<file path="config.mk">
export PLATFORM = sky130hd
export DESIGN_NAME = segment_box_slab_clip
export DESIGN_NICKNAME = d
export VERILOG_FILES = /design/src/rtl/sbsc_pkg.sv /design/src/rtl/sbsc_fifo.sv /design/src/rtl/sbsc_front.sv /design/src/rtl/sbsc_div.sv /design/src/rtl/sbsc_back.sv /design/src/rtl/segment_box_slab_clip.sv
export SDC_FILE = /design/constraint.sdc
export NUM_CORES = 1
export LEC_CHECK = 0
export ABC_AREA = 0
export ABC_CLOCK_PERIOD_IN_PS = 6460
export BUFFER_PORTS_ARGS = -buffer_cell sky130_fd_sc_hd__buf_2
export CAP_MARGIN = 15
export CORE_ASPECT_RATIO = 1.25
export CORE_MARGIN = 4
export CORE_UTILIZATION = 45
export CTS_BUF_LIST = sky130_fd_sc_hd__clkbuf_4
export CTS_CLUSTER_DIAMETER = 60
export DETAILED_ROUTE_END_ITERATION = 8
export GPL_TIMING_DRIVEN = 0
export SLEW_MARGIN = 10
export SYNTH_ARGS = -nofsm -noshare
export SYNTH_HDL_FRONTEND = slang
export SYNTH_SLANG_ARGS = --single-unit
export TNS_END_PERCENT = 30
</file>
<file path="constraint.sdc">
create_clock -name clk_i -period 6.46 [get_ports clk_i]
set_input_delay 1.938 -clock clk_i [delete_from_list [all_inputs] [get_ports clk_i]]
set_output_delay 1.938 -clock clk_i [all_outputs]
set_load 0.01 [all_outputs]
</file>
<file path="src/rtl/sbsc_pkg.sv">
// Shared types and constants for the segment/box slab clipper.
// Used by every module of the block but sbsc_fifo; depends on nothing.
package sbsc_pkg;

  localparam int COORD_BITS  = 32;
  localparam int T_FRAC_BITS = 16;
  localparam int DIFF_W      = COORD_BITS + 1;
  localparam int T_W         = T_FRAC_BITS + 2;
  localparam int OUT_W       = T_FRAC_BITS + 1;
  localparam int QUEUE_DEPTH = 2;

  localparam logic signed [T_W-1:0] T_ZERO = '0;
  localparam logic signed [T_W-1:0] T_ONE  = T_W'(2 ** T_FRAC_BITS);
  localparam logic signed [T_W-1:0] T_SAT  = T_W'(2 ** T_FRAC_BITS + 1);

  typedef struct packed {
    logic signed [COORD_BITS-1:0] start_coord;
    logic signed [COORD_BITS-1:0] end_coord;
    logic signed [COORD_BITS-1:0] slab_low;
    logic signed [COORD_BITS-1:0] slab_high;
    logic                         final_axis;
  } in_item_t;

  typedef struct packed {
    logic             hit;
    logic [OUT_W-1:0] enter_t;
    logic [OUT_W-1:0] leave_t;
  } out_item_t;

  typedef struct packed {
    logic [DIFF_W-1:0] mag_lo;
    logic [DIFF_W-1:0] mag_hi;
    logic [DIFF_W-1:0] mag_d;
    logic              neg_lo;
    logic              neg_hi;
    logic              zero_d;
    logic              in_slab;
    logic              last;
  } work_item_t;

  typedef enum logic [1:0] {
    BK_IDLE,
    BK_DIV,
    BK_UPD,
    BK_FIN
  } back_state_e;

endpackage

</file>
<file path="src/rtl/sbsc_fifo.sv">
// Small first-word-fall-through queue with register storage.
// Generic in depth and item type; depends on nothing else.
module sbsc_fifo #(
  parameter int  DEPTH = 2,
  parameter type T     = logic
) (
  input  logic clk_i,
  input  logic rst_ni,
  input  logic push_i,
  input  T     data_i,
  output logic full_o,
  input  logic pop_i,
  output T     data_o,
  output logic empty_o
);

  localparam int PTR_W = (DEPTH > 1) ? $clog2(DEPTH) : 1;
  localparam int CNT_W = $clog2(DEPTH + 1);

  T                 mem_q [DEPTH];
  logic [PTR_W-1:0] wr_ptr_q, rd_ptr_q;
  logic [CNT_W-1:0] count_q;
  logic             do_push, do_pop;

  assign full_o  = (count_q == CNT_W'(DEPTH));
  assign empty_o = (count_q == '0);
  assign do_push = push_i && !full_o;
  assign do_pop  = pop_i && !empty_o;
  assign data_o  = mem_q[rd_ptr_q];

  always_ff @(posedge clk_i) begin
    if (do_push) begin
      mem_q[wr_ptr_q] <= data_i;
    end
  end

  always_ff @(posedge clk_i or negedge rst_ni) begin
    if (!rst_ni) begin
      wr_ptr_q <= '0;
      rd_ptr_q <= '0;
      count_q  <= '0;
    end else begin
      if (do_push) begin
        wr_ptr_q <= (wr_ptr_q == PTR_W'(DEPTH - 1)) ? '0 : wr_ptr_q + PTR_W'(1);
      end
      if (do_pop) begin
        rd_ptr_q <= (rd_ptr_q == PTR_W'(DEPTH - 1)) ? '0 : rd_ptr_q + PTR_W'(1);
      end
      if (do_push && !do_pop) begin
        count_q <= count_q + CNT_W'(1);
      end else if (do_pop && !do_push) begin
        count_q <= count_q - CNT_W'(1);
      end
    end
  end

endmodule

</file>
<file path="src/rtl/sbsc_front.sv">
// Front part: forms the exact differences of one axis and classifies it.
// Depends on sbsc_pkg for the item types.
module sbsc_front
  import sbsc_pkg::*;
(
  input  in_item_t   item_i,
  output work_item_t work_o
);

  logic signed [DIFF_W-1:0] s_x, e_x, lo_x, hi_x;
  logic signed [DIFF_W-1:0] d_s, nlo_s, nhi_s;

  always_comb begin
    s_x   = DIFF_W'(item_i.start_coord);
    e_x   = DIFF_W'(item_i.end_coord);
    lo_x  = DIFF_W'(item_i.slab_low);
    hi_x  = DIFF_W'(item_i.slab_high);
    d_s   = e_x - s_x;
    nlo_s = lo_x - s_x;
    nhi_s = hi_x - s_x;

    work_o.mag_d   = d_s[DIFF_W-1] ? DIFF_W'(-d_s) : DIFF_W'(d_s);
    work_o.mag_lo  = nlo_s[DIFF_W-1] ? DIFF_W'(-nlo_s) : DIFF_W'(nlo_s);
    work_o.mag_hi  = nhi_s[DIFF_W-1] ? DIFF_W'(-nhi_s) : DIFF_W'(nhi_s);
    work_o.neg_lo  = nlo_s[DIFF_W-1] ^ d_s[DIFF_W-1];
    work_o.neg_hi  = nhi_s[DIFF_W-1] ^ d_s[DIFF_W-1];
    work_o.zero_d  = (d_s == '0);
    work_o.in_slab = (item_i.slab_low <= item_i.start_coord) &&
                     (item_i.start_coord <= item_i.slab_high);
    work_o.last    = item_i.final_axis;
  end

endmodule

</file>
<file path="src/rtl/sbsc_div.sv">
// Bit-serial restoring divider giving a saturated slab parameter.
// Depends on sbsc_pkg for widths and the saturation constants.
module sbsc_div
  import sbsc_pkg::*;
(
  input  logic                  clk_i,
  input  logic                  rst_ni,
  input  logic                  start_i,
  input  logic [DIFF_W-1:0]     num_i,
  input  logic [DIFF_W-1:0]     den_i,
  input  logic                  neg_i,
  output logic                  done_o,
  output logic signed [T_W-1:0] quot_o
);

  localparam int CNT_W = $clog2(T_FRAC_BITS + 1);

  logic [DIFF_W-1:0]      rem_q, dsr_q;
  logic [T_FRAC_BITS:0]   quo_q;
  logic [CNT_W-1:0]       cnt_q;
  logic                   busy_q, done_q, sat_q, neg_q;
  logic [DIFF_W:0]        x_w, diff_w;
  logic                   ge_w;
  logic [T_W-1:0]         mag_w;

  always_comb begin
    x_w    = (cnt_q == '0) ? {1'b0, rem_q} : {rem_q, 1'b0};
    ge_w   = (x_w >= {1'b0, dsr_q});
    diff_w = x_w - {1'b0, dsr_q};
  end

  always_comb begin
    if (sat_q || ({1'b0, quo_q} > T_SAT)) begin
      mag_w = T_SAT;
    end else begin
      mag_w = {1'b0, quo_q};
    end
    if (neg_q) begin
      quot_o = (mag_w == '0) ? T_ZERO : -T_W'(1);
    end else begin
      quot_o = signed'(mag_w);
    end
  end

  assign done_o = done_q;

  always_ff @(posedge clk_i) begin
    if (start_i) begin
      rem_q <= num_i;
      dsr_q <= den_i;
      sat_q <= ({1'b0, num_i} >= {den_i, 1'b0});
      neg_q <= neg_i;
    end else if (busy_q) begin
      rem_q <= ge_w ? diff_w[DIFF_W-1:0] : x_w[DIFF_W-1:0];
      quo_q <= {quo_q[T_FRAC_BITS-1:0], ge_w};
    end
  end

  always_ff @(posedge clk_i or negedge rst_ni) begin
    if (!rst_ni) begin
      busy_q <= 1'b0;
      done_q <= 1'b0;
      cnt_q  <= '0;
    end else if (start_i) begin
      busy_q <= 1'b1;
      done_q <= 1'b0;
      cnt_q  <= '0;
    end else if (busy_q) begin
      if (cnt_q == CNT_W'(T_FRAC_BITS)) begin
        busy_q <= 1'b0;
        done_q <= 1'b1;
      end else begin
        cnt_q <= cnt_q + CNT_W'(1);
      end
    end
  end

endmodule

</file>
<file path="src/rtl/sbsc_back.sv">
// Back part: runs both slab divisions, keeps the running entry and exit
// parameters and the reject flag, and forms the result. Uses sbsc_pkg, sbsc_div.
module sbsc_back
  import sbsc_pkg::*;
(
  input  logic       clk_i,
  input  logic       rst_ni,
  input  work_item_t work_i,
  input  logic       work_empty_i,
  output logic       work_pop_o,
  input  logic       res_full_i,
  output logic       res_push_o,
  output out_item_t  res_o
);

  back_state_e              state_q, state_d;
  work_item_t               cur_q, cur_d;
  logic signed [T_W-1:0]    a_q, a_d, b_q, b_d;
  logic signed [T_W-1:0]    entry_q, entry_d, exit_q, exit_d;
  logic                     rej_q, rej_d;
  logic                     div_start, done_lo, done_hi;
  logic signed [T_W-1:0]    q_lo, q_hi;
  logic signed [T_W-1:0]    p_min, p_max, ent_w, ext_w;
  logic                     hit_w;

  sbsc_div u_div_lo (
    .clk_i  (clk_i),
    .rst_ni (rst_ni),
    .start_i(div_start),
    .num_i  (work_i.mag_lo),
    .den_i  (work_i.mag_d),
    .neg_i  (work_i.neg_lo),
    .done_o (done_lo),
    .quot_o (q_lo)
  );

  sbsc_div u_div_hi (
    .clk_i  (clk_i),
    .rst_ni (rst_ni),
    .start_i(div_start),
    .num_i  (work_i.mag_hi),
    .den_i  (work_i.mag_d),
    .neg_i  (work_i.neg_hi),
    .done_o (done_hi),
    .quot_o (q_hi)
  );

  always_comb begin
    state_d = state_q;
    unique case (state_q)
      BK_IDLE: begin
        if (!work_empty_i) begin
          state_d = (rej_q || work_i.zero_d) ? BK_UPD : BK_DIV;
        end
      end
      BK_DIV: begin
        if (done_lo && done_hi) begin
          state_d = BK_UPD;
        end
      end
      BK_UPD: begin
        state_d = cur_q.last ? BK_FIN : BK_IDLE;
      end
      BK_FIN: begin
        if (!res_full_i) begin
          state_d = BK_IDLE;
        end
      end
      default: state_d = BK_IDLE;
    endcase
  end

  always_comb begin
    p_min = (a_q > b_q) ? b_q : a_q;
    p_max = (a_q > b_q) ? a_q : b_q;
    ent_w = (p_min > entry_q) ? p_min : entry_q;
    ext_w = (p_max < exit_q) ? p_max : exit_q;
    hit_w = !rej_q && (exit_q >= T_ZERO) && (entry_q <= T_ONE);
  end

  always_comb begin
    work_pop_o = 1'b0;
    div_start  = 1'b0;
    res_push_o = 1'b0;
    cur_d      = cur_q;
    a_d        = a_q;
    b_d        = b_q;
    entry_d    = entry_q;
    exit_d     = exit_q;
    rej_d      = rej_q;
    res_o      = '0;
    if (hit_w) begin
      res_o.hit     = 1'b1;
      res_o.enter_t = (entry_q < T_ZERO) ? '0 :
                      (entry_q > T_ONE) ? T_ONE[OUT_W-1:0] : entry_q[OUT_W-1:0];
      res_o.leave_t = (exit_q < T_ZERO) ? '0 :
                      (exit_q > T_ONE) ? T_ONE[OUT_W-1:0] : exit_q[OUT_W-1:0];
    end
    unique case (state_q)
      BK_IDLE: begin
        if (!work_empty_i) begin
          work_pop_o = 1'b1;
          cur_d      = work_i;
          div_start  = !(rej_q || work_i.zero_d);
        end
      end
      BK_DIV: begin
        if (done_lo && done_hi) begin
          a_d = q_lo;
          b_d = q_hi;
        end
      end
      BK_UPD: begin
        if (!rej_q) begin
          if (cur_q.zero_d) begin
            rej_d = !cur_q.in_slab;
          end else begin
            entry_d = ent_w;
            exit_d  = ext_w;
            rej_d   = (ent_w > ext_w);
          end
        end
      end
      BK_FIN: begin
        if (!res_full_i) begin
          res_push_o = 1'b1;
          entry_d    = T_ZERO;
          exit_d     = T_ONE;
          rej_d      = 1'b0;
        end
      end
      default: ;
    endcase
  end

  always_ff @(posedge clk_i) begin
    cur_q <= cur_d;
    a_q   <= a_d;
    b_q   <= b_d;
  end

  always_ff @(posedge clk_i or negedge rst_ni) begin
    if (!rst_ni) begin
      state_q <= BK_IDLE;
      entry_q <= T_ZERO;
      exit_q  <= T_ONE;
      rej_q   <= 1'b0;
    end else begin
      state_q <= state_d;
      entry_q <= entry_d;
      exit_q  <= exit_d;
      rej_q   <= rej_d;
    end
  end

endmodule

</file>
<file path="src/rtl/segment_box_slab_clip.sv">
// Top level of the segment/box slab clipper: front classifier, work queue,
// back sequencer and result queue. Depends on sbsc_pkg and all sbsc_ modules.
//
// One input transaction carries one axis of a segment-box test; the transaction
// marked as the final axis produces one result transaction (hit flag, entry and
// exit parameters clamped to [0,1] in Q1.16), all others produce none. The back
// part handles one axis at a time: for an axis with a non-zero delta, the two
// bit-serial dividers find the entry and exit quotients side by side, one
// quotient bit per cycle, before the update; an axis with zero delta, or any
// axis after the test has been rejected, skips the dividers and goes straight
// to the update, and the final axis then hands its result over. Queues of
// QUEUE_DEPTH entries on both sides let input and output stall independently.
module segment_box_slab_clip
  import sbsc_pkg::*;
#(
  parameter int QUEUE_DEPTH_P = QUEUE_DEPTH
) (
  input  logic      clk_i,
  input  logic      rst_ni,
  input  logic      push,
  input  in_item_t  in_item_i,
  output logic      full,
  input  logic      pop,
  output out_item_t out_item_o,
  output logic      empty
);

  work_item_t front_work, work_head;
  logic       work_full, work_empty, work_pop;
  out_item_t  res_data;
  logic       res_full, res_push;

  sbsc_front u_front (
    .item_i(in_item_i),
    .work_o(front_work)
  );

  sbsc_fifo #(
    .DEPTH(QUEUE_DEPTH_P),
    .T    (work_item_t)
  ) u_work_q (
    .clk_i  (clk_i),
    .rst_ni (rst_ni),
    .push_i (push),
    .data_i (front_work),
    .full_o (work_full),
    .pop_i  (work_pop),
    .data_o (work_head),
    .empty_o(work_empty)
  );

  assign full = work_full;

  sbsc_back u_back (
    .clk_i       (clk_i),
    .rst_ni      (rst_ni),
    .work_i      (work_head),
    .work_empty_i(work_empty),
    .work_pop_o  (work_pop),
    .res_full_i  (res_full),
    .res_push_o  (res_push),
    .res_o       (res_data)
  );

  sbsc_fifo #(
    .DEPTH(QUEUE_DEPTH_P),
    .T    (out_item_t)
  ) u_res_q (
    .clk_i  (clk_i),
    .rst_ni (rst_ni),
    .push_i (res_push),
    .data_i (res_data),
    .full_o (res_full),
    .pop_i  (pop),
    .data_o (out_item_o),
    .empty_o(empty)
  );

  a_no_push_when_full: assert property (@(posedge clk_i) disable iff (!rst_ni)
    res_push |-> !res_full)
    else $error("Result pushed into a full result queue.");

  a_no_pop_when_empty: assert property (@(posedge clk_i) disable iff (!rst_ni)
    work_pop |-> !work_empty)
    else $error("Work queue popped while empty.");

  a_miss_is_zero: assert property (@(posedge clk_i) disable iff (!rst_ni)
    (!empty && !out_item_o.hit) |-> (out_item_o.enter_t == '0 && out_item_o.leave_t == '0))
    else $error("Miss result carries non-zero parameters.");

  a_hit_ordered: assert property (@(posedge clk_i) disable iff (!rst_ni)
    (!empty && out_item_o.hit) |-> (out_item_o.enter_t <= out_item_o.leave_t))
    else $error("Hit result has entry after exit.");

endmodule
</file>
==> metrics.md <==
| Metric | Value |
|---|---|
| Placed Instances | 4,845 |
| Hold-fix buffer count after cts | 0 |
| Ys async rst share | 11.8% |
| Commonest cells after routing, fill and taps aside | edfxtp_1 (454), ha_1 (308), inv_1 (259) |
| Worst hold path class | register to register |
| CTS tree | done |
| Via count | between 20,000 and 30,000 |
| Commonest non-fill, non-tap cell in the layout | edfxtp_1 |
| 1st-iter DRT viols | 2,000 |
| Yosys top cell by area | edfxtp_1 |
| Crit Path Category | register to register |
| Horiz. Die Dim | 264 um |
| Syn Nets | 4,044 |
| Post-synthesis cell area | 36,700 um2 |
| RSZ-0062 raised after global routing | yes |
| Number of I/O pins | 170 |
| CP max stage cell | edfxtp_1 |
| Clk slew on worst S/H paths | 0.08 ns |
| Setup ws final | between 0.09 and 0.1 ns |
| HPWL after DPL | 87.8 mm |
| Drt drc | 0 |
| Setup violators final | 0 |
| Initial antenna violation count | 2 |
| CTS sink cnt | 515 |
| Synth top area share | between 30% and 40% |
| Routed WL per cell | 21.8 um |
| DIE AREA | 86,300 um2 |
| Share of layout cells above drive strength 1 | 17.2% |
| Fmax | 0.157 GHz |
| Htree depth | 3 |
| Pleak | 0.0171 uW |
| Tcrit/Tclk final | 98.5% |
| Max-cap violation count | 0 |
| Max clock buf depth | 3 |
| Clk_lat worst skew | 0.97 ns |
| Final Max Tran Viols | 0 |
| Clock Skews | 0.0590 ns |
| Post-layout min period | 6.36 ns |
| Crit path max fanout | 10 |
| Worst Path Arrival | 7.18 ns |
| GR Overflow Total | 0 |
| Slew margin rel. | 30.1% |
| Critical Path Sink Type | register |
| Power per cell area | 504 nW/um2 |
| Final nets | 4,366 |
| Pre-CTS setup slack | -1.15 ns |
| Pre-antenna DRT Iters | 5 |
| Final hold violations | 0 |
| Initial Utilization | 45.6% |
| Top post-synthesis cells by area | edfxtp_1 (37%), ha_1 (10%), mux2_2 (6.4%) |
| Final WL | ~110 mm |
| Syn-to-layout area delta | 11.9% |
| Top FF cell, synth | edfxtp_1 |
| CP peak stage delay | between 0.4 and 0.5 ns |
| Status | complete, no violations |
| Post-route total power | approximately 21,000 uW |
| Worst slew pin tran | 1.02 ns |
| EDFF count, synth | about 450 |
| Register bit count reported by yosys | 515 |
| Avg Vias per Cell | 5.74 |
| Syn Inst Count | 3,598 |
| Antenna Nets Post-Route | 0 |
| Register area share after synthesis | 41.3% |
| Most used cell, CP | a21o_1 |
| YS warnings | 0 |
| Number of port buffers | approximately 170 |
| Cts bufs inserted | 121 |
| Gr usage total | 24.9% |
| Worst vdd ir | between 0.0002 and 0.0003 V |
| WP data required | 7.28 ns |
| Syn_area_per_cell | between 10 and 15 um2 |
| GP Congestion | between 0.9 and 1 |
| Startpoint types | register |
| Finished Layout Cells | about 5,100 |
| Core outline area | 80,600 um2 |
| TNS Setup | 0 ns |
| Post-route cell area | 41,100 um2 |
| Largest net degree at the start of global routing | 59 |
| Netlist cell types | 97 |
| Die Y-Extent | 327 um |
| Cell Area, Placed | 39,200 um2 |
| Rows | 116 |
| Global-route wire length before repair | 166 mm |
| Clk root buf | clkbuf_4 |
| Vias in the first global route | 28,500 |
-- report_power, final --
part           leakage (uW)  internal [uW]  switching [uW]  total, uW
Clock              0.000959           1390            1370       2760
Combinational        0.0110           4810            7200      12000
Sequential          0.00510           5380             534       5920
Total                0.0171          11600            9110      20700
-- path summary, 6_finish.rpt --
check | startpoint | endpoint | slack [ns] | depth (start not counted)
setup / recovery | u_back.b_q[3] | u_back.rej_q | 0.1 | 36
hold / removal | u_back.u_div_hi.quo_q[15] | u_back.u_div_hi.quo_q[16] | 0.49 | 0
setup reg to reg | u_back.b_q[3] | u_back.rej_q | 0.1 | 36
hold reg to reg | u_back.u_div_hi.quo_q[15] | u_back.u_div_hi.quo_q[16] | 0.49 | 0
max in group asynchronous | rst_ni | u_back.u_div_hi.cnt_q[4] | 5.10 | 2
min in group asynchronous | rst_ni | u_back.exit_q[14] | 0.80 | 1
-- cell families (layout without fill, tap and decap cells) --
kind of cell    after synthesis  after routing  synth area share, %
compound gates              957            957                 17.4
xor+xnor                    212            212                 5.06
fa+ha+maj                   314            314                 10.8
buf+inv                     390            812                 4.06
flops                       515            515                 41.3
mux                         289            289                 8.59
other cells                   0              1                    0
simple gates                921            921                 12.8
-- synth_stat cells, types with 44 or more instances --
cell / number
mux2_2: 210
a21o_1: 163
nand2_1: 217
nor3_1: 89
ha_1: 308
o211ai_1: 45
xor2_1: 81
nor2_1: 214
dfrtp_1: 60
mux2i_1: 79
inv_1: 260
a21oi_1: 259
o21a_1: 65
xnor2_1: 131
clkbuf_1: 96
nand4_1: 67
nand3_1: 60
o21ai_0: 146
and2_1: 44
edfxtp_1: 454
-- through the flow --
step	utilization [%]	hold WS [ns]
finish	51.0	0.489
global route	51.0	0.490
CTS	50.9	0.488
detailed placement	48.7	0.471
global placement	48.3	0.471
floorplan	-	0.444
-- state kept, by name (all words and copies together) (netlist names), 2 cells and up --
signal,flops
u_back.u_div_lo.cnt_q,5
u_back.a_q,18
u_back.u_div_hi.cnt_q,5
u_back.u_div_lo.rem_q,33
u_back.state_q,2
u_res_q.count_q,2
u_work_q.count_q,2
u_work_q.mem_q,208
u_back.u_div_hi.quo_q,17
u_back.cur_q,3
u_res_q.mem_q,70
u_back.u_div_hi.rem_q,33
u_back.b_q,18
u_back.u_div_lo.dsr_q,33
u_back.exit_q,18
u_back.entry_q,18
u_back.u_div_lo.quo_q,17
-- per-layer routing --
metal | global-route usage [%] | share of wire, %
met5 | 0 | 0.011
met4 | 13.4 | 5.6
met3 | 2.76 | 4.4
met2 | 44.3 | 50
met1 | 29.4 | 40
-- worst max-delay path: cells and delay by family (launching register included) --
kind	cells	cell delay [ns]
compound gates	22	3.69
buf+inv	5	0.79
fa+ha+maj	3	0.73
flops	1	0.41
simple gates	5	0.35
mux	1	0.25
-- area by class of cell --
type                       instances  area [um2]
clock inverter                    67         457
clock buffer                     156        1170
antenna                            1        2.50
timing repair buffer             200        1250
tap                             1062        1330
fill                            7545       39500
multi-input combinational       2693       20200
sequential                       515       15200
inverter                         263         987
buffer                           126         558
-- timing repair --
action / in CTS / in global routing
endpoints found under the setup margin: 1 / 56
gates cloned: 0 / 0
pin swaps: 1 / 4
resized for setup: 38 / 14
buffers inserted: 11 / 4
Power figures use the tool's default switching activity.
